**src/hdl/ctg_pkg.sv**
```systemverilog
// Shared types and constants of the color to gray converter.
`default_nettype none

package ctg_pkg;

    localparam int unsigned WEIGHT_FRAC_BITS_DEF = 12;

    localparam int unsigned COMP_W   = 8;
    localparam int unsigned WEIGHT_W = 16;
    localparam int unsigned PROD_W   = COMP_W + 1 + WEIGHT_W;
    localparam int unsigned SUM_W    = PROD_W + 2;
    localparam int unsigned CFG_AW   = 3;
    localparam int unsigned CFG_DW   = WEIGHT_W;
    localparam int unsigned IN_DW    = 4 * COMP_W;
    localparam int unsigned OUT_DW   = COMP_W;

    localparam logic signed [WEIGHT_W-1:0] W_RESET_FIRST  = 16'sd870;
    localparam logic signed [WEIGHT_W-1:0] W_RESET_SECOND = 16'sd2930;
    localparam logic signed [WEIGHT_W-1:0] W_RESET_THIRD  = 16'sd295;

    localparam logic [CFG_AW-1:0] CFG_MODE           = 3'd0;
    localparam logic [CFG_AW-1:0] CFG_WEIGHT_FIRST   = 3'd1;
    localparam logic [CFG_AW-1:0] CFG_WEIGHT_SECOND  = 3'd2;
    localparam logic [CFG_AW-1:0] CFG_WEIGHT_THIRD   = 3'd3;
    localparam logic [CFG_AW-1:0] CFG_CHANNEL_SELECT = 3'd4;

    typedef enum logic [1:0] {
        MODE_LUMINOSITY = 2'd0,
        MODE_AVERAGE    = 2'd1,
        MODE_LIGHTNESS  = 2'd2,
        MODE_SINGLE     = 2'd3
    } t_mode;

    typedef struct packed {
        t_mode                       mode;
        logic signed [WEIGHT_W-1:0]  weight_first;
        logic signed [WEIGHT_W-1:0]  weight_second;
        logic signed [WEIGHT_W-1:0]  weight_third;
        logic [1:0]                  channel_select;
    } t_cfg;

    typedef struct packed {
        logic en1;
        logic en2;
        logic en3;
    } t_pipe_en;

endpackage

`default_nettype wire

```
**src/hdl/ctg_cfg_regs.sv**
```systemverilog
// Configuration register file of the color to gray converter.
`default_nettype none

module ctg_cfg_regs (
    input  wire logic                        i_clk,
    input  wire logic                        i_rst_n,
    input  wire logic                        i_cfg_we,
    input  wire logic [ctg_pkg::CFG_AW-1:0]  i_cfg_addr,
    input  wire logic [ctg_pkg::CFG_DW-1:0]  i_cfg_data,
    output ctg_pkg::t_cfg                    o_cfg
);
    import ctg_pkg::*;

    t_cfg r_cfg;
    t_cfg n_cfg;

    always_comb begin
        n_cfg = r_cfg;
        if (i_cfg_we) begin
            unique case (i_cfg_addr)
                CFG_MODE:           n_cfg.mode           = t_mode'(i_cfg_data[1:0]);
                CFG_WEIGHT_FIRST:   n_cfg.weight_first   = $signed(i_cfg_data);
                CFG_WEIGHT_SECOND:  n_cfg.weight_second  = $signed(i_cfg_data);
                CFG_WEIGHT_THIRD:   n_cfg.weight_third   = $signed(i_cfg_data);
                CFG_CHANNEL_SELECT: n_cfg.channel_select = i_cfg_data[1:0];
                default:            n_cfg = r_cfg;
            endcase
        end
    end

    always_ff @(posedge i_clk) begin
        if (!i_rst_n) begin
            r_cfg.mode           <= MODE_LUMINOSITY;
            r_cfg.weight_first   <= W_RESET_FIRST;
            r_cfg.weight_second  <= W_RESET_SECOND;
            r_cfg.weight_third   <= W_RESET_THIRD;
            r_cfg.channel_select <= 2'd0;
        end else begin
            r_cfg <= n_cfg;
        end
    end

    assign o_cfg = r_cfg;

endmodule

`default_nettype wire

```
**src/hdl/ctg_datapath.sv**
```systemverilog
// Three-stage payload pipeline: products and extremes, sum and lightness, rounding and output select.
`default_nettype none

module ctg_datapath #(
    parameter int unsigned WEIGHT_FRAC_BITS = ctg_pkg::WEIGHT_FRAC_BITS_DEF
) (
    input  wire logic                        i_clk,
    input  wire ctg_pkg::t_cfg               i_cfg,
    input  wire ctg_pkg::t_pipe_en           i_en,
    input  wire logic [ctg_pkg::IN_DW-1:0]   i_pixel,
    output logic      [ctg_pkg::OUT_DW-1:0]  o_gray
);
    import ctg_pkg::*;

    localparam logic signed [WEIGHT_W-1:0] AVG_WEIGHT =
        WEIGHT_W'(((3333 << WEIGHT_FRAC_BITS) + 5000) / 10000);
    localparam logic signed [SUM_W-1:0] HALF = SUM_W'(1 << (WEIGHT_FRAC_BITS - 1));

    logic [COMP_W-1:0] c0, c1, c2, c3;
    logic signed [WEIGHT_W-1:0] w0, w1, w2;
    logic [COMP_W-1:0] lo01, hi01, lo, hi;
    logic [COMP_W-1:0] chan;

    // Stage 1 registers.
    logic signed [PROD_W-1:0] r_p0, r_p1, r_p2;
    logic [COMP_W-1:0]        r_lo1, r_hi1, r_chan1;
    t_mode                    r_mode1;

    // Stage 2 registers.
    logic signed [SUM_W-1:0]  r_sum;
    logic [COMP_W-1:0]        r_light, r_chan2;
    t_mode                    r_mode2;

    // Stage 3 register.
    logic [COMP_W-1:0]        r_gray;

    logic [COMP_W:0]          light_sum;
    logic signed [SUM_W-1:0]  rounded;
    logic [COMP_W-1:0]        weighted;
    logic [COMP_W-1:0]        n_gray;

    assign c0 = i_pixel[0*COMP_W +: COMP_W];
    assign c1 = i_pixel[1*COMP_W +: COMP_W];
    assign c2 = i_pixel[2*COMP_W +: COMP_W];
    assign c3 = i_pixel[3*COMP_W +: COMP_W];

    assign w0 = (i_cfg.mode == MODE_AVERAGE) ? AVG_WEIGHT : i_cfg.weight_first;
    assign w1 = (i_cfg.mode == MODE_AVERAGE) ? AVG_WEIGHT : i_cfg.weight_second;
    assign w2 = (i_cfg.mode == MODE_AVERAGE) ? AVG_WEIGHT : i_cfg.weight_third;

    assign lo01 = (c1 < c0) ? c1 : c0;
    assign hi01 = (c1 > c0) ? c1 : c0;
    assign lo   = (c2 < lo01) ? c2 : lo01;
    assign hi   = (c2 > hi01) ? c2 : hi01;

    always_comb begin
        case (i_cfg.channel_select)
            2'd0:    chan = c0;
            2'd1:    chan = c1;
            2'd2:    chan = c2;
            default: chan = c3;
        endcase
    end

    always_ff @(posedge i_clk) begin
        if (i_en.en1) begin
            r_p0    <= $signed({1'b0, c0}) * w0;
            r_p1    <= $signed({1'b0, c1}) * w1;
            r_p2    <= $signed({1'b0, c2}) * w2;
            r_lo1   <= lo;
            r_hi1   <= hi;
            r_chan1 <= chan;
            r_mode1 <= i_cfg.mode;
        end
    end

    assign light_sum = {1'b0, r_lo1} + {1'b0, r_hi1} + (COMP_W + 1)'(1);

    always_ff @(posedge i_clk) begin
        if (i_en.en2) begin
            r_sum   <= SUM_W'(r_p0) + SUM_W'(r_p1) + SUM_W'(r_p2);
            r_light <= light_sum[COMP_W:1];
            r_chan2 <= r_chan1;
            r_mode2 <= r_mode1;
        end
    end

    // Rounding half away from zero: a negative sum gives up one unit before the shift.
    assign rounded  = r_sum + HALF - $signed({{(SUM_W-1){1'b0}}, r_sum[SUM_W-1]});
    assign weighted = rounded[WEIGHT_FRAC_BITS +: COMP_W];

    always_comb begin
        unique case (r_mode2)
            MODE_LUMINOSITY, MODE_AVERAGE: n_gray = weighted;
            MODE_LIGHTNESS:                n_gray = r_light;
            default:                       n_gray = r_chan2;
        endcase
    end

    always_ff @(posedge i_clk) begin
        if (i_en.en3) begin
            r_gray <= n_gray;
        end
    end

    assign o_gray = r_gray;

endmodule

`default_nettype wire

```
**src/hdl/color_to_gray_converter_core.sv**
```systemverilog
// Path: an accepted input beat passes the stage-one, stage-two and stage-three registers to its output beat.
// Throughput: one pixel per cycle while the output is not stalled; the three pipeline registers each hold one beat.
// A stalled output holds the output beat and every full stage behind it; empty stages still fill.
// Reset: synchronous, active low; clears valid bits and loads the default weights.
// Top level of the color to gray converter.
`default_nettype none

module color_to_gray_converter_core #(
    parameter int unsigned WEIGHT_FRAC_BITS = ctg_pkg::WEIGHT_FRAC_BITS_DEF
) (
    input  wire logic                        i_clk,
    input  wire logic                        i_rst_n,
    input  wire logic                        i_cfg_we,
    input  wire logic [ctg_pkg::CFG_AW-1:0]  i_cfg_addr,
    input  wire logic [ctg_pkg::CFG_DW-1:0]  i_cfg_data,
    input  wire logic                        s_axis_tvalid,
    output logic                             s_axis_tready,
    // Fields from bit 0: comp_zero, comp_one, comp_two, comp_three.
    input  wire logic [ctg_pkg::IN_DW-1:0]   s_axis_tdata,
    output logic                             m_axis_tvalid,
    input  wire logic                        m_axis_tready,
    // Fields from bit 0: gray.
    output logic      [ctg_pkg::OUT_DW-1:0]  m_axis_tdata
);
    import ctg_pkg::*;

    t_cfg     cfg;
    t_pipe_en pipe_en;
    logic     r_v1, r_v2, r_v3;
    logic     ready1, ready2, ready3;

    ctg_cfg_regs u_cfg_regs (
        .i_clk      (i_clk),
        .i_rst_n    (i_rst_n),
        .i_cfg_we   (i_cfg_we),
        .i_cfg_addr (i_cfg_addr),
        .i_cfg_data (i_cfg_data),
        .o_cfg      (cfg)
    );

    assign ready3 = !r_v3 || m_axis_tready;
    assign ready2 = !r_v2 || ready3;
    assign ready1 = !r_v1 || ready2;

    assign pipe_en.en1 = ready1;
    assign pipe_en.en2 = ready2;
    assign pipe_en.en3 = ready3;

    always_ff @(posedge i_clk) begin
        if (!i_rst_n) begin
            r_v1 <= 1'b0;
            r_v2 <= 1'b0;
            r_v3 <= 1'b0;
        end else begin
            if (ready1) r_v1 <= s_axis_tvalid;
            if (ready2) r_v2 <= r_v1;
            if (ready3) r_v3 <= r_v2;
        end
    end

    ctg_datapath #(
        .WEIGHT_FRAC_BITS (WEIGHT_FRAC_BITS)
    ) u_datapath (
        .i_clk   (i_clk),
        .i_cfg   (cfg),
        .i_en    (pipe_en),
        .i_pixel (s_axis_tdata),
        .o_gray  (m_axis_tdata)
    );

    assign s_axis_tready = ready1;
    assign m_axis_tvalid = r_v3;

`ifndef SYNTHESIS
    a_full_stall_blocks_input: assert property (@(posedge i_clk) disable iff (!i_rst_n)
        (r_v1 && r_v2 && r_v3 && !m_axis_tready) |-> !s_axis_tready)
        else $error("input accepted while the pipeline is full and stalled");

    a_accept_fills_stage1: assert property (@(posedge i_clk) disable iff (!i_rst_n)
        (s_axis_tvalid && s_axis_tready) |=> r_v1)
        else $error("accepted beat lost at stage one");

    a_stage2_holds: assert property (@(posedge i_clk) disable iff (!i_rst_n)
        (r_v2 && !ready3) |=> r_v2)
        else $error("stage two beat dropped during a stall");

    a_stage_moves: assert property (@(posedge i_clk) disable iff (!i_rst_n)
        (r_v2 && ready3) |=> r_v3)
        else $error("stage two beat did not reach the output register");
`endif

endmodule

`default_nettype wire
```
**config.mk**
```make
export PLATFORM = sky130hd
export DESIGN_NAME = color_to_gray_converter_core
export DESIGN_NICKNAME = d
export VERILOG_FILES = /design/src/hdl/ctg_pkg.sv /design/src/hdl/ctg_cfg_regs.sv /design/src/hdl/ctg_datapath.sv /design/src/hdl/color_to_gray_converter_core.sv
export SDC_FILE = /design/constraint.sdc
export NUM_CORES = 1
export LEC_CHECK = 0
export BUFFER_PORTS_ARGS = -buffer_cell sky130_fd_sc_hd__buf_2
export CORE_UTILIZATION = 35
export CTS_CLUSTER_DIAMETER = 100
export DETAILED_ROUTE_END_ITERATION = 8
export GPL_TIMING_DRIVEN = 0
export SLEW_MARGIN = 20
export SYNTH_ARGS = -nofsm -noshare
export SYNTH_HDL_FRONTEND = slang
export SYNTH_SLANG_ARGS = --single-unit
```
**constraint.sdc**
```tcl
create_clock -name i_clk -period 5.95 [get_ports i_clk]
set_input_delay 0.595 -clock i_clk [delete_from_list [all_inputs] [get_ports i_clk]]
set_output_delay 0.595 -clock i_clk [all_outputs]
set_load 0.1 [all_outputs]
```
=== After elaboration in Yosys (flattened, before gate mapping) ===
Index checks and enable logic that the tools add are counted.

* Register bits: 209
* Input port bits: 56
* Output and inout port bits: 10
* Word-level logic and storage cells: 66

* $mul: 3
* Magnitude comparators: 4
* Multiplexer cells: 9
* Equal/unequal tests: 9
* Reductions and logical operators: 15
* Add/subtract/negate cells: 6

{| class="wikitable"
|+ Operators with widths
! kind !! number
|-
| multiplier 9 x 16 -> 25 bit || 3
|-
| two-way mux 16 bit || 3
|-
| two-way mux 8 bit || 4
|-
| adder 26 x 25 -> 27 bit || 1
|-
| adder 25 x 25 -> 26 bit || 1
|-
| one-hot mux 8 bit (3 select lines) || 1
|-
| adder 20 x 13 -> 20 bit (second input constant) || 1
|-
| subtractor 20 x 2 -> 20 bit || 1
|-
| greater-than comparator 8 bit || 2
|-
| less-than comparator 8 bit || 2
|-
| one-hot mux 8 bit (2 select lines) || 1
|-
| AND reduction 2 bit || 5
|-
| adder 8 x 8 -> 9 bit || 1
|-
| adder 9 x 1 -> 9 bit (second input constant) || 1
|-
| equality test 2 x 1 -> 1 bit (second input constant) || 3
|-
| equality test 3 x 2 -> 1 bit (second input constant) || 2
|-
| equality test 2 bit (second input constant) || 2
|-
| logical NOT 2 bit || 2
|-
| equality test 3 x 1 -> 1 bit (second input constant) || 1
|-
| equality test 3 bit (second input constant) || 1
|-
| logical NOT 1 bit || 3
|-
| logical NOT 3 bit || 1
|-
| logical OR 1 bit || 3
|-
| OR reduction 2 bit || 1
|}

=== Depth between registers and ports, before layout ===
Gate-level depths: netlist of the first run.

* Depth in word-level cells: 4
* Mapped depth: 22
* Depth with buffers taken out: 20

=== Modules after synthesis ===
Synthesis of the first run repeated with hierarchy kept, for this count alone.

* Cells, all modules: 2453
* Area total of the unflattened synthesis: 24169.4 um2

{| class="wikitable"
|+ By module, submodules not included
! module !! instances !! cells each !! sequential area each (um2) !! area an instance (um2)
|-
| ctg_datapath || 1 || 2240 || 4444.3 || 21972.3
|-
| ctg_cfg_regs || 1 || 201 || 1041.0 || 2074.5
|-
| color_to_gray_converter_core || 1 || 12 || 60.1 || 122.6
|}

=== Worst setup path after synthesis of the first run ===
OpenSTA, ideal clock, no wires.

* Path type: register -> register
* Start point: reg r_v3 (netlist: m_axis_tvalid)
* End point: reg u_datapath.r_chan1[0] (enable)
* Required time: 4.470 ns
* Arrival: 4.274 ns
* Library setup time: 1.480 ns
* Cell stages (with the launch flop): 3
* Buffers on the path: 0
* Period minus slack after synthesis: 5.755 ns
* Slack: 0.195 ns
* Cells stage by stage: dfxtp_1 > nor2b_1 > nand3_1

* Longest elaborated chain between the ends: 4

{| class="wikitable"
|+ RTL lines
! what !! RTL line !! source
|-
| start, declared || color_to_gray_converter_core.sv:29 || <nowiki>logic r_v1, r_v2, r_v3;</nowiki>
|-
| start signal, assigned || color_to_gray_converter_core.sv:57 || <nowiki>if (ready3) r_v3 <= r_v2;</nowiki>
|-
| logical NOT 1 bit || color_to_gray_converter_core.sv:41 || <nowiki>assign ready3 = !r_v3 || m_axis_tready;</nowiki>
|-
| logical OR 1 bit || color_to_gray_converter_core.sv:41 ||
|-
| logical OR 1 bit || color_to_gray_converter_core.sv:42 || <nowiki>assign ready2 = !r_v2 || ready3;</nowiki>
|-
| logical OR 1 bit || color_to_gray_converter_core.sv:43 || <nowiki>assign ready1 = !r_v1 || ready2;</nowiki>
|-
| net s_axis_tready || color_to_gray_converter_core.sv:17 || <nowiki>output logic s_axis_tready,</nowiki>
|-
| end signal, assigned || ctg_datapath.sv:72 || <nowiki>r_chan1 <= chan;</nowiki>
|-
| end, declared || ctg_datapath.sv:26 || <nowiki>logic [COMP_W-1:0] r_lo1, r_hi1, r_chan1;</nowiki>
|}

The timed path passes the listed nets, and every way through them passes these cells.
A chain may end at the register's enable or synchronous reset.

=== Worst setup path in the final report of the first run ===
* Start point: reg u_cfg_regs.r_cfg (netlist bit u_cfg_regs.o_cfg[50])
* End point: reg u_datapath.r_p2[24], data pin

* Longest elaborated chain between the ends: 3

{| class="wikitable"
|+ RTL lines
! what !! RTL line !! source
|-
| start, declared || ctg_cfg_regs.sv:14 || <nowiki>t_cfg r_cfg;</nowiki>
|-
| start signal, assigned || ctg_cfg_regs.sv:39 || <nowiki>r_cfg <= n_cfg;</nowiki>
|-
| equality test 2 x 1 -> 1 bit || ctg_datapath.sv:49 || <nowiki>assign w2 = (i_cfg.mode == MODE_AVERAGE) ? AVG_WEIGHT : i_cfg.weight_third;</nowiki>
|-
| two-way mux 16 bit || ctg_datapath.sv:49 ||
|-
| multiplier 9 x 16 -> 25 bit || ctg_datapath.sv:69 || <nowiki>r_p2 <= $signed({1'b0, c2}) * w2;</nowiki>
|-
| end signal, assigned || ctg_datapath.sv:69 ||
|-
| end, declared || ctg_datapath.sv:25 || <nowiki>logic signed [PROD_W-1:0] r_p0, r_p1, r_p2;</nowiki>
|}

No other way between the ends.

==> run metrics, run 1 <==
Fill cells=6976; syn nets=3166; critical path startpoint category=register; Worst Path Max Fanout=10; drt drc=0; fin crit share=0.9699; Ys Warns=0; worst clock skew=0.01142 ns; post-route met1 wirelength=29.72 mm; met2 wire len=31.35 mm; first-pass GRT wire length=108.5 mm; power share of the clock group=0.153; die footprint=0.07056 mm^2; CP cell instances=nand2b_2 > buf_6 > clkbuf_1 > and3_1 > fa_1 > fa_1 > fa_1 > inv_1 > fa_1 > inv_1 > ha_1 > o211ai_1 > o21ai_2 > o211a_1 > nor2_4 > o21ai_1 > o41ai_2 > xnor2_2; ys async rst share=0; hpwl dp=56.38 mm; VDD IR-drop max=0.3079 mV; Initial Util=0.3541; CP endpoint kind=register; Slew HR=0.2651; post-synthesis compound-gate area fraction=0.09217; FF-to-FF Start=u_cfg_regs.o_cfg[50]$_SDFFE_PN0P_; Via Count=18.39k; gpl congestion=0.9354; max-cap check violation count=0; Mapped Cells=2554; Seq pwr share=0.230; register area share after synthesis=0.2280; total CTS buffers=25; Longest Clk Path Bufs=3; mux contribution to synthesized area=0.02680; Post-Syn Area=0.02433 mm^2; pwr dens=392.5 mW/mm^2; clk_lat worst skew=0.57 ns; Slew @ Worst Pin=1.102 ns; setup total negative slack=0 ns; CP Class=register to register; vias per inst=5.115; initial drt markers=1494; minimum clock period=5.771 ns; Yosys top cell by area=fa_1; worst-path cell with the longest stage delay=fa_1; Synth cell types=67; clock slew at reported path FFs=0.06 ns; # hold bufs at CTS=0; Synth Area in Adders=0.3887; Final Non-Filler Cells=3595; worst r2r path cells=18; Net Sw Frac=0.4574; status=completed; Chip Height=265.6 um; final total power=10570 uW; Critical R2R Capture=u_datapath.r_p2[24]$_DFFE_PP_; H-Tree Depth=1; width of the chip=265.6 um; share of layout cells above drive strength 1=0.06684; Synth Area in XOR/XNOR=0.03204; Hold EP=r_v1$_SDFFE_PN0P_; Net Sw Power=4833 uW; Pleak=0.01324 uW; post-synth top area share=0.2740; placed cell count=3550; I/O Buffers=62; number of flops mapped to enable cells by yosys=148; Seq cells post-synth=203; TritonRoute pass-1 iters=5; root buf cell=clkbuf_16; # rows=96; initial antenna violation count=7; Worst Hold Class=input port to register; GRT Util Overall=0.2014; Setup-failing EPs final=0; crit path DAT=6.05 ns; main combinational cell family by area after synthesis=adder cells; largest net degree at the start of global routing=52; CP top delay family=adder cells; Total Wirelength=68.64 mm; top area cells in the synthesized netlist=fa_1 (27%), edfxtp_1 (18%), ha_1 (11%), inv_1 (7.7%), dfxtp_1 (4.5%); P&R area growth vs syn=10.68%; CP Data Required Time=6.23 ns; Cell Int Power=5734 uW; hold depth=3; Final Max Tran Viols=0; hold_sp=s_axis_tvalid; max incr delay on CP=0.56 ns; vias in the first global route=18.89k; combinational share of power=0.617; Post-synth top flop=edfxtp_1; clock sinks=203; Post-Route Utilization=0.3919; R2R Setup Slk=0.18 ns; Core ar.=0.06871 mm^2; DR top layer=met5; syn avg cell area=9.525 um^2; post-synthesis simple-gate area fraction=0.1414; RSZ-0062 raised after global routing=yes; Place WS=-1.225 ns; wire per inst=19.09 um; Routed Antenna Nets=0; Final Net Count=3256; I/O pins=66; fin worst setup slack=0.1791 ns; grt ovf=0; routed wl met3=4.757 mm; TritonCTS clock tree=built; Most common cell on crit path=fa_1; Final Hold Viols=0; Fmax=173.3 MHz; Critical path buffers and inverters=4
==> metrics by stage <==
stage / hold slack (ns) / area [um^2]
finish: 0.3138 / 26920
global route: 0.3156 / 26920
floorplan: 0.4003 / 24330
detailed placement: 0.4045 / 25890
CTS: 0.2758 / 26850
global placement: 0.4016 / 25800
==> timing repair <==
action / 4_1_cts / 5_1_grt
endpoints found under the setup margin: 48 / 22
setup buffers: 0 / 1
pin swaps: 1 / 4
resized for setup: 38 / 43
==> tightest hold or removal path, stage by stage <==
cell and delay (ns):
buf_2 0.09, inv_1 0.07, a21boi_0 0.07
==> cell usage after synthesis (3+ instances only) <==
| master | count |
|---|---|
| inv_1 | 497 |
| fa_1 | 333 |
| nand2_1 | 224 |
| ha_1 | 223 |
| edfxtp_1 | 148 |
| nor2_1 | 142 |
| and3_1 | 126 |
| nand3_1 | 104 |
| o21ai_0 | 92 |
| clkbuf_1 | 85 |
| a21oi_1 | 78 |
| xnor2_1 | 57 |
| dfxtp_1 | 55 |
| nor2b_1 | 48 |
| mux2i_1 | 40 |
| a21boi_0 | 36 |
| xor2_1 | 32 |
| a21o_1 | 31 |
| nand2b_1 | 21 |
| o211ai_1 | 21 |
| nor3_1 | 19 |
| a211oi_1 | 15 |
| o21a_1 | 15 |
| and2_1 | 12 |
| a31oi_1 | 10 |
| mux4_2 | 8 |
| o21ai_1 | 7 |
| o21bai_1 | 7 |
| mux2_2 | 5 |
| a2111oi_0 | 4 |
| or2_2 | 4 |
| a311oi_1 | 3 |
| nand4_1 | 3 |
==> worst max-delay path by stage <==
stage | from | cells after the start | slack (ns) | end
3_3_place_gp | u_cfg_regs.o_cfg[51]$_SDFFE_PN0P_ | 20 | -1.37 | u_datapath.r_p2[23]$_DFFE_PP_
3_5_place_dp | u_cfg_regs.o_cfg[51]$_SDFFE_PN0P_ | 20 | -1.23 | u_datapath.r_p2[23]$_DFFE_PP_
4_1_cts | u_cfg_regs.o_cfg[51]$_SDFFE_PN0P_ | 20 | 0.0008 | u_datapath.r_p2[23]$_DFFE_PP_
5_1_grt | u_cfg_regs.o_cfg[51]$_SDFFE_PN0P_ | 20 | -0.01 | u_datapath.r_p2[24]$_DFFE_PP_
2_1_floorplan | m_axis_tvalid$_SDFFE_PN0P_ | 2 | 0.20 | u_datapath.r_chan1[0]$_DFFE_PP_
6_report | u_cfg_regs.o_cfg[50]$_SDFFE_PN0P_ | 18 | 0.18 | u_datapath.r_p2[24]$_DFFE_PP_
==> cell usage in the layout, fill, tap and decap left out, types with 8 or more instances in the layout <==
cell | synthesis | routed
o21ai_0 | 92 | 91
clkbuf_2 | 0 | 12
a21o_1 | 31 | 31
buf_2 | 0 | 64
ha_1 | 223 | 222
o21a_1 | 15 | 15
fa_1 | 333 | 333
and2_1 | 12 | 11
a21boi_0 | 36 | 33
edfxtp_1 | 148 | 148
mux4_2 | 8 | 8
o211ai_1 | 21 | 21
nand2_1 | 224 | 223
nand3_1 | 104 | 103
nand2b_1 | 21 | 20
a21oi_1 | 78 | 77
xor2_1 | 32 | 30
nor3_1 | 19 | 18
nor2_1 | 142 | 138
a31oi_1 | 10 | 8
and3_1 | 126 | 126
clkbuf_16 | 0 | 25
inv_1 | 497 | 497
clkbuf_1 | 85 | 68
a211oi_1 | 15 | 14
nor2b_1 | 48 | 48
dfxtp_1 | 55 | 54
xnor2_1 | 57 | 55
mux2i_1 | 40 | 40
==> area by class of cell <==
class | instances | area, um^2 | area share
antenna | 1 | 2.502 | 0.00009295
buffer | 86 | 409.1 | 0.01520
clock buffer | 36 | 686.9 | 0.02551
clock inverter | 10 | 166.4 | 0.006181
inverter | 497 | 1866 | 0.06929
multi-input combinational | 1765 | 16690 | 0.6199
sequential | 203 | 5547 | 0.2060
tap | 931 | 1165 | 0.04327
timing repair buffer | 66 | 392.9 | 0.01459
==> cells by family (layout without fill, tap and decap cells) <==
family,count (synthesis),after routing
buffers and inverters,586,695
other,0,1
AND/OR/NAND/NOR,718,718
adder cells (fa/ha/maj),556,556
flip-flops,203,203
multiplexers,54,54
AO/OA/AOI/OAI,348,348
XOR/XNOR,89,89
==> power groups by stage <==
stage,registers (uW),clock network (uW),logic [uW]
after floorplan,2610,0,4500
after global placement,2460,0,6400
after detailed placement,2470,0,6430
after CTS,2450,1650,6490
after global routing,2490,1690,7350
final,2440,1620,6520
==> flip-flops by register name, indices dropped and copies added (netlist names) <==
name,flops
u_datapath.r_chan2,8
u_datapath.o_gray,8
u_datapath.r_light,8
u_datapath.r_lo1,8
r_v1,1
r_v2,1
u_datapath.r_p0,25
u_datapath.r_hi1,8
m_axis_tvalid,1
u_datapath.r_sum,21
u_datapath.r_mode2,2
u_datapath.r_p1,25
u_datapath.r_chan1,8
u_cfg_regs.o_cfg,52
u_datapath.r_mode1,2
u_datapath.r_p2,25
==> layer usage <==
| metal | up-vias | GRT usage |
|---|---|---|
| met1 | 9140 | 0.2715 |
| met3 | 136 | 0.02861 |
| met4 | 2 | 0.06741 |
| met2 | 614 | 0.3315 |
| li1 | 8497 | - |
| met5 | - | 0 |
Power figures use the tool's default switching activity.
==> run 2, diff against run 1 <==
Settings changed: CTS_BUF_LIST from default to sky130_fd_sc_hd__clkbuf_8.
==> run 2 against run 1 <==
  * Utilization about the same
  * Sequential cell count unchanged
  * Count of clock-buffer cells in the layout up 5
  * First-iteration DRC count down 0.47%
  * Hold slack worse by 0.061 ns
  * Clock skew up 0.042 ns
  * Non-clock buffer count up 2
  * Combinational power about the same
  * Power down 1.5%
  * Via count up 0.26%
==> run metrics, run 2 (synthesized netlist as in run 1, its figures left out) <==
Total Wirelength=68.78 mm (+0.21%); max-cap check violation count=0 (unchanged); largest net degree at the start of global routing=52 (unchanged); RSZ-0062 raised after global routing=yes; Setup-failing EPs final=0 (unchanged); vias in the first global route=19.01k (+0.64%); first-pass GRT wire length=108.4 mm (about the same); die footprint=0.07056 mm^2 (unchanged); clock sinks=203 (unchanged); CP cell instances=nand2b_2 > clkbuf_8 > clkbuf_8 > clkbuf_8 > nand3_1 > fa_1 > inv_1 > fa_1 > fa_1 > inv_1 > fa_1 > inv_1 > ha_1 > a2111oi_2 > o21ai_1 > a31oi_2 > nor2_1 > nand3_1 > a21oi_1 > nor3_2; width of the chip=265.6 um (unchanged); CP Class=register to register; share of layout cells above drive strength 1=0.07501 (+0.008167); fin worst setup slack=0.1917 ns (+0.01256 ns); R2R Setup Slk=0.19 ns (about the same); I/O Buffers=62 (unchanged); vias per inst=5.083 (-0.62%); status=completed; worst r2r path cells=20 (+2); clk_lat worst skew=0.64 ns (+0.07 ns); crit path DAT=6.12 ns (+0.07 ns); Initial Util=0.3541 (unchanged); worst-path cell with the longest stage delay=fa_1; gpl congestion=0.9354 (unchanged); commonest non-fill, non-tap cell in the layout=inv_1; TritonRoute pass-1 iters=5 (unchanged); Worst Hold Class=input port to register; pwr dens=386.9 mW/mm^2 (-1.4%); CP Data Required Time=6.31 ns (+0.08 ns); Longest Clk Path Bufs=3 (unchanged); Slew @ Worst Pin=1.040 ns (-0.06286 ns); # hold bufs at CTS=0 (unchanged); Most common cell on crit path=fa_1; initial antenna violation count=9 (+2); minimum clock period=5.758 ns (-0.01256 ns); VDD IR-drop max=0.3107 mV (+0.93%); fin crit share=0.9678 (-0.002111); root buf cell=clkbuf_8; clock slew at reported path FFs=0.06 ns (about the same); Final Max Tran Viols=0 (unchanged); CP endpoint kind=register; Chip Height=265.6 um (unchanged); hold_sp=s_axis_tvalid; Core ar.=0.06871 mm^2 (unchanged); Multi-input gate area=0.01670 mm^2 (about the same); FF-to-FF Start=u_cfg_regs.o_cfg[51]$_SDFFE_PN0P_; Critical R2R Capture=u_datapath.r_p2[23]$_DFFE_PP_; Final Net Count=3273 (+0.52%); Hold EP=r_v1$_SDFFE_PN0P_; H-Tree Depth=2 (+1); hold depth=3 (unchanged); wire per inst=18.96 um (-0.67%); most frequent cells in the layout=inv_1 (507), fa_1 (333), nand2_1 (223); Worst Path Max Fanout=10 (unchanged); hpwl dp=56.38 mm (unchanged); Slew HR=0.3070 (+0.04191); TritonCTS clock tree=built; worst clock skew=0.05295 ns (+0.04152 ns); Fmax=173.7 MHz (+0.22%); initial drt markers=1487 (-0.47%); Pleak=0.01327 uW (+0.24%); max reg flops=52 (unchanged); total CTS buffers=40 (+60%); Routed Antenna Nets=0 (unchanged); drt drc=0 (unchanged); Fill cells=6981 (+0.072%); Post-Layout Inst Area=0.02691 mm^2 (about the same); Cell Area, Placed=0.02589 mm^2 (unchanged); Place WS=-1.225 ns (unchanged); max incr delay on CP=0.54 ns (-0.02 ns); P&R area growth vs syn=10.61% (about the same); critical path startpoint category=register; GRT Util Overall=0.2026 (+0.001123); I/O pins=66 (unchanged); grt ovf=0 (unchanged); Final Hold Viols=0 (unchanged); Via Count=18.44k (+0.26%); # rows=96 (unchanged); Seq. cell area=0.005547 mm^2 (unchanged)
==> run 2: cell types whose count changed in the layout (fill, tap and decap cells not counted), moves of 3 or more <==
cell,previous run,this run
clkbuf_8,4,45
clkinvlp_4,0,3
inv_1,497,507
clkinv_1,2,6
clkbuf_2,12,9
clkinv_2,2,7
clkbuf_16,25,0
clkbuf_1,68,61
==> run 2: final cells by class <==
type	instances	share of cell area
inverter	497	0.06933
buffer	87	0.01595
clock inverter	33	0.008603
clock buffer	41	0.02097
tap	931	0.04329
sequential	203	0.2061
antenna	3	0.0002790
timing repair buffer	67	0.01488
multi-input combinational	1765	0.6206
==> run 2: how the worst max path moves through the flow <==
stage	from	endpoint	slack [ns]
after CTS	u_cfg_regs.o_cfg[51]$_SDFFE_PN0P_	u_datapath.r_p1[24]$_DFFE_PP_	0.0002
after detailed placement	u_cfg_regs.o_cfg[51]$_SDFFE_PN0P_	u_datapath.r_p2[23]$_DFFE_PP_	-1.23
after global placement	u_cfg_regs.o_cfg[51]$_SDFFE_PN0P_	u_datapath.r_p2[23]$_DFFE_PP_	-1.37
final	u_cfg_regs.o_cfg[51]$_SDFFE_PN0P_	u_datapath.r_p2[23]$_DFFE_PP_	0.19
after global routing	u_cfg_regs.o_cfg[51]$_SDFFE_PN0P_	u_datapath.r_p2[24]$_DFFE_PP_	-0.01
after floorplan	m_axis_tvalid$_SDFFE_PN0P_	u_datapath.r_chan1[0]$_DFFE_PP_	0.20
==> run 2: report_power, final <==
group	total, uW	switching (uW)	internal, uW
registers	2440	199	2240
clock network	1450	696	749
logic	6530	4000	2530
total	10400	4890	5520
==> run 2: layer usage <==
layer  routed length (um)  vias to the layer above  share of wire  GRT usage
li1                     -                     8539              -          -
met1                29450                     9157           0.43     0.2698
met2                31480                      619           0.46     0.3284
met3                 5153                      122          0.075    0.03407
met4                 2696                        0          0.039    0.07829
met5                    0                        -              0          0
==> run 2: what timing repair did <==
item | CTS | global route
pin swaps | 3 | 4
resized for setup | 42 | 43
endpoints found under the setup margin | 48 | 21
setup buffers | 0 | 2
==> run 2: through the flow <==
step | setup TNS (ns) | std cells | power [uW] | hold slack (ns) | utilization
after global routing | -0.02520 | 3624 | 11390 | 0.2319 | 0.3915
after floorplan | 0 | 2554 | 7119 | 0.4003 | -
after global placement | -37.55 | 3547 | 8866 | 0.4016 | 0.3755
after CTS | 0 | 3624 | 10430 | 0.1892 | 0.3902
final | 0 | 3627 | 10410 | 0.2525 | 0.3916
after detailed placement | -32.79 | 3550 | 8905 | 0.4045 | 0.3768
==> run 2: critical path, delay by kind of cell (launching register included) <==
kind,cells,cell delay [ns]
adders and majority gates,5,2.43
AOI/OAI and AO/OA,4,1.01
and+or+nand+nor,5,0.90
buffers and inverters,6,0.76
DFF,1,0.38
==> run 3, diff against run 2 <==
--- a/config.mk
+++ b/config.mk
@@ -7,5 +7,5 @@
 export LEC_CHECK = 0
 export BUFFER_PORTS_ARGS = -buffer_cell sky130_fd_sc_hd__buf_2
-export CORE_UTILIZATION = 35
+export CORE_UTILIZATION = 45
 export CTS_BUF_LIST = sky130_fd_sc_hd__clkbuf_8
 export CTS_CLUSTER_DIAMETER = 100
==> constraint.sdc (replaced) <==
create_clock -name i_clk -period 5.95 [get_ports i_clk]
set_input_delay 0 -clock i_clk [delete_from_list [all_inputs] [get_ports i_clk]]
set_output_delay 0 -clock i_clk [all_outputs]
set_load 0.1 [all_outputs]
==> run 3 against run 2 <==
  * Maximum frequency down 0.64%
  * Setup slack got worse by 0.037 ns
  * Sequential share of layout area down 0.24 points
  * Highest routed layer is now met5
==> run metrics, run 3 (synthesized netlist as in run 1, its figures left out) <==
commonest non-fill, non-tap cell in the layout=inv_1; initial drt markers=1255 (-16%); vias in the first global route=20.23k (+6.4%); crit path DAT=6.08 ns (-0.04 ns); # rows=84 (-13%); Fmax=172.5 MHz (-0.64%); first-pass GRT wire length=113.7 mm (+4.9%); TritonCTS clock tree=built; clock sinks=203 (unchanged); Final Net Count=3329 (+1.7%); worst clock skew=0.06055 ns (+0.007608 ns); final total power=10780 uW (+3.6%); Cell Int Power=5655 uW (+2.5%); combinational share of power=0.634 (+0.007); Setup-failing EPs final=0 (unchanged); max-cap check violation count=0 (unchanged); Total Wirelength=71.64 mm (+4.2%); CP Class=register to register; Net Sw Frac=0.4755 (+0.005472); pwr dens=396.2 mW/mm^2 (+2.4%); clk_lat worst skew=0.65 ns (about the same); GRT Util Overall=0.2753 (+0.07278); grt ovf=0 (unchanged); RSZ-0062 raised after global routing=yes; Post-Route Utilization=0.5138 (+0.1221); Pleak=0.01352 uW (+1.9%); worst-path cell with the longest stage delay=fa_1; hpwl dp=57.90 mm (+2.7%); Core ar.=0.05297 mm^2 (-23%); Chip Height=234.5 um (-12%); power share of the clock group=0.140 (about the same); die footprint=0.05499 mm^2 (-22%); fin crit share=0.9740 (+0.006246); width of the chip=234.5 um (-12%); Longest Clk Path Bufs=3 (unchanged); share of layout cells above drive strength 1=0.07432 (-0.0006923); Seq pwr share=0.226 (-0.008); vias per inst=5.509 (+8.4%); Worst Hold Class=input port to register; wire per inst=20.87 um (+10%); root buf cell=clkbuf_8; Initial Util=0.4592 (+0.1052); Via Count=18.91k (+2.6%); Worst Path Max Fanout=10 (unchanged); CP endpoint kind=register; hold_ws=0.06813 ns (-0.1843 ns); CP cell instances=nand2b_1 > buf_6 > clkbuf_16 > clkbuf_8 > nand3_1 > fa_1 > inv_1 > fa_1 > fa_1 > inv_1 > fa_1 > inv_1 > ha_1 > o211ai_1 > o21ai_2 > o211a_1 > o211ai_1 > a21boi_1 > mux2i_1 > nand2_1; max reg flops=52 (unchanged); drt drc=0 (unchanged); clock slew at reported path FFs=0.07 ns (about the same); Most common cell on crit path=fa_1; Net Sw Power=5127 uW (+4.8%); initial antenna violation count=8 (-1); largest net degree at the start of global routing=53 (+1.9%); gpl congestion=0.9311 (-0.46%); critical path startpoint category=register; Fill cells=4996 (-28%); max incr delay on CP=0.55 ns (about the same); Routed Antenna Nets=0 (unchanged); minimum clock period=5.795 ns (+0.03716 ns); diode count=0 (-3); Slew HR=0.2866 (-0.02039); CP Data Required Time=6.24 ns (-0.07 ns); Final Hold Viols=0 (unchanged); total CTS buffers=38 (-5.0%); TritonRoute pass-1 iters=5 (unchanged); VDD IR-drop max=0.3305 mV (+6.3%); Final Max Tran Viols=0 (unchanged); H-Tree Depth=2 (unchanged); Slew @ Worst Pin=1.070 ns (+0.03058 ns); most frequent cells in the layout=inv_1 (505), fa_1 (332), nand2_1 (223); status=completed; P&R area growth vs syn=11.88%; I/O pins=66 (unchanged); I/O Buffers=62 (unchanged)
## run 3: cell count changes in the layout (fill, tap and decap cells not counted), sizes merged
cell and delta:
inv -5, clkbuf +2, diode -3, clkinvlp -2, bufinv +2, clkinv -1
buf +3, dlygate4sd3 +53
## run 3: layout make-up
type	count	area, um^2	area share
Buffer	89	439.2	0.01614
Clock buffer	41	564.3	0.02073
Clock inverter	27	260.3	0.009563
Inverter	497	1866	0.06855
Multi-Input combinational cell	1765	16720	0.6143
Sequential cell	203	5545	0.2038
Tap cell	688	860.8	0.03163
Timing Repair Buffer	123	960.9	0.03531
## run 3: routing by layer
layer,global-route usage,up-vias,wire (um)
li1,-,8637,-
met2,0.4619,634,33500
met5,0,-,26
met3,0.04930,167,5097
met4,0.1250,4,3721
met1,0.3453,9469,29300
## run 3: repair_timing
item,CTS,global route
hold buffers,53,0
setup endpoints to repair,50,22
gates resized for setup,40,50
pin swaps,2,6
hold endpoints to repair,81,0
buffers inserted,0,5
## run 3: power by group through the flow
stage	Combinational (uW)	Clock, uW	Sequential, uW
floorplan	4500	0	2610
global placement	6580	0	2470
detailed placement	6660	0	2480
CTS	6760	1540	2450
global route	7690	1600	2490
finish	6830	1510	2440
## run 3: final timing paths
path / slack, ns / to / depth (start not counted) / from
worst max-delay path: 0.15 / u_datapath.r_p2[20]$_DFFE_PP_ / 20 / u_cfg_regs.o_cfg[51]$_SDFFE_PN0P_
worst min-delay path: 0.07 / u_datapath.r_lo1[7]$_DFFE_PP_ / 3 / s_axis_tdata[7]
worst max register to register: 0.15 / u_datapath.r_p2[20]$_DFFE_PP_ / 20 / u_cfg_regs.o_cfg[51]$_SDFFE_PN0P_
worst min register to register: 0.42 / u_datapath.r_chan2[1]$_DFFE_PP_ / 0 / u_datapath.r_chan1[1]$_DFFE_PP_
## run 3: worst max-delay path: cells and delay by family, from the launching register on
kind | cells | cell delay, ns
adders and majority gates | 5 | 2.48
AOI/OAI and AO/OA | 5 | 1.06
buffers and inverters | 6 | 0.77
and+or+nand+nor | 3 | 0.52
DFF | 1 | 0.39
muxes | 1 | 0.20
## run 3: stage by stage
step	cell area (um^2)	std cells	setup slack (ns)	setup TNS [ns]
after CTS	27060	3428	0.004777	0
after global placement	25500	3304	-1.266	-29.40
after global routing	27210	3433	-0.03990	-0.06287
after floorplan	24330	2554	0.1953	0
after detailed placement	25590	3307	-1.369	-32.91
final	27210	3433	0.1545	0
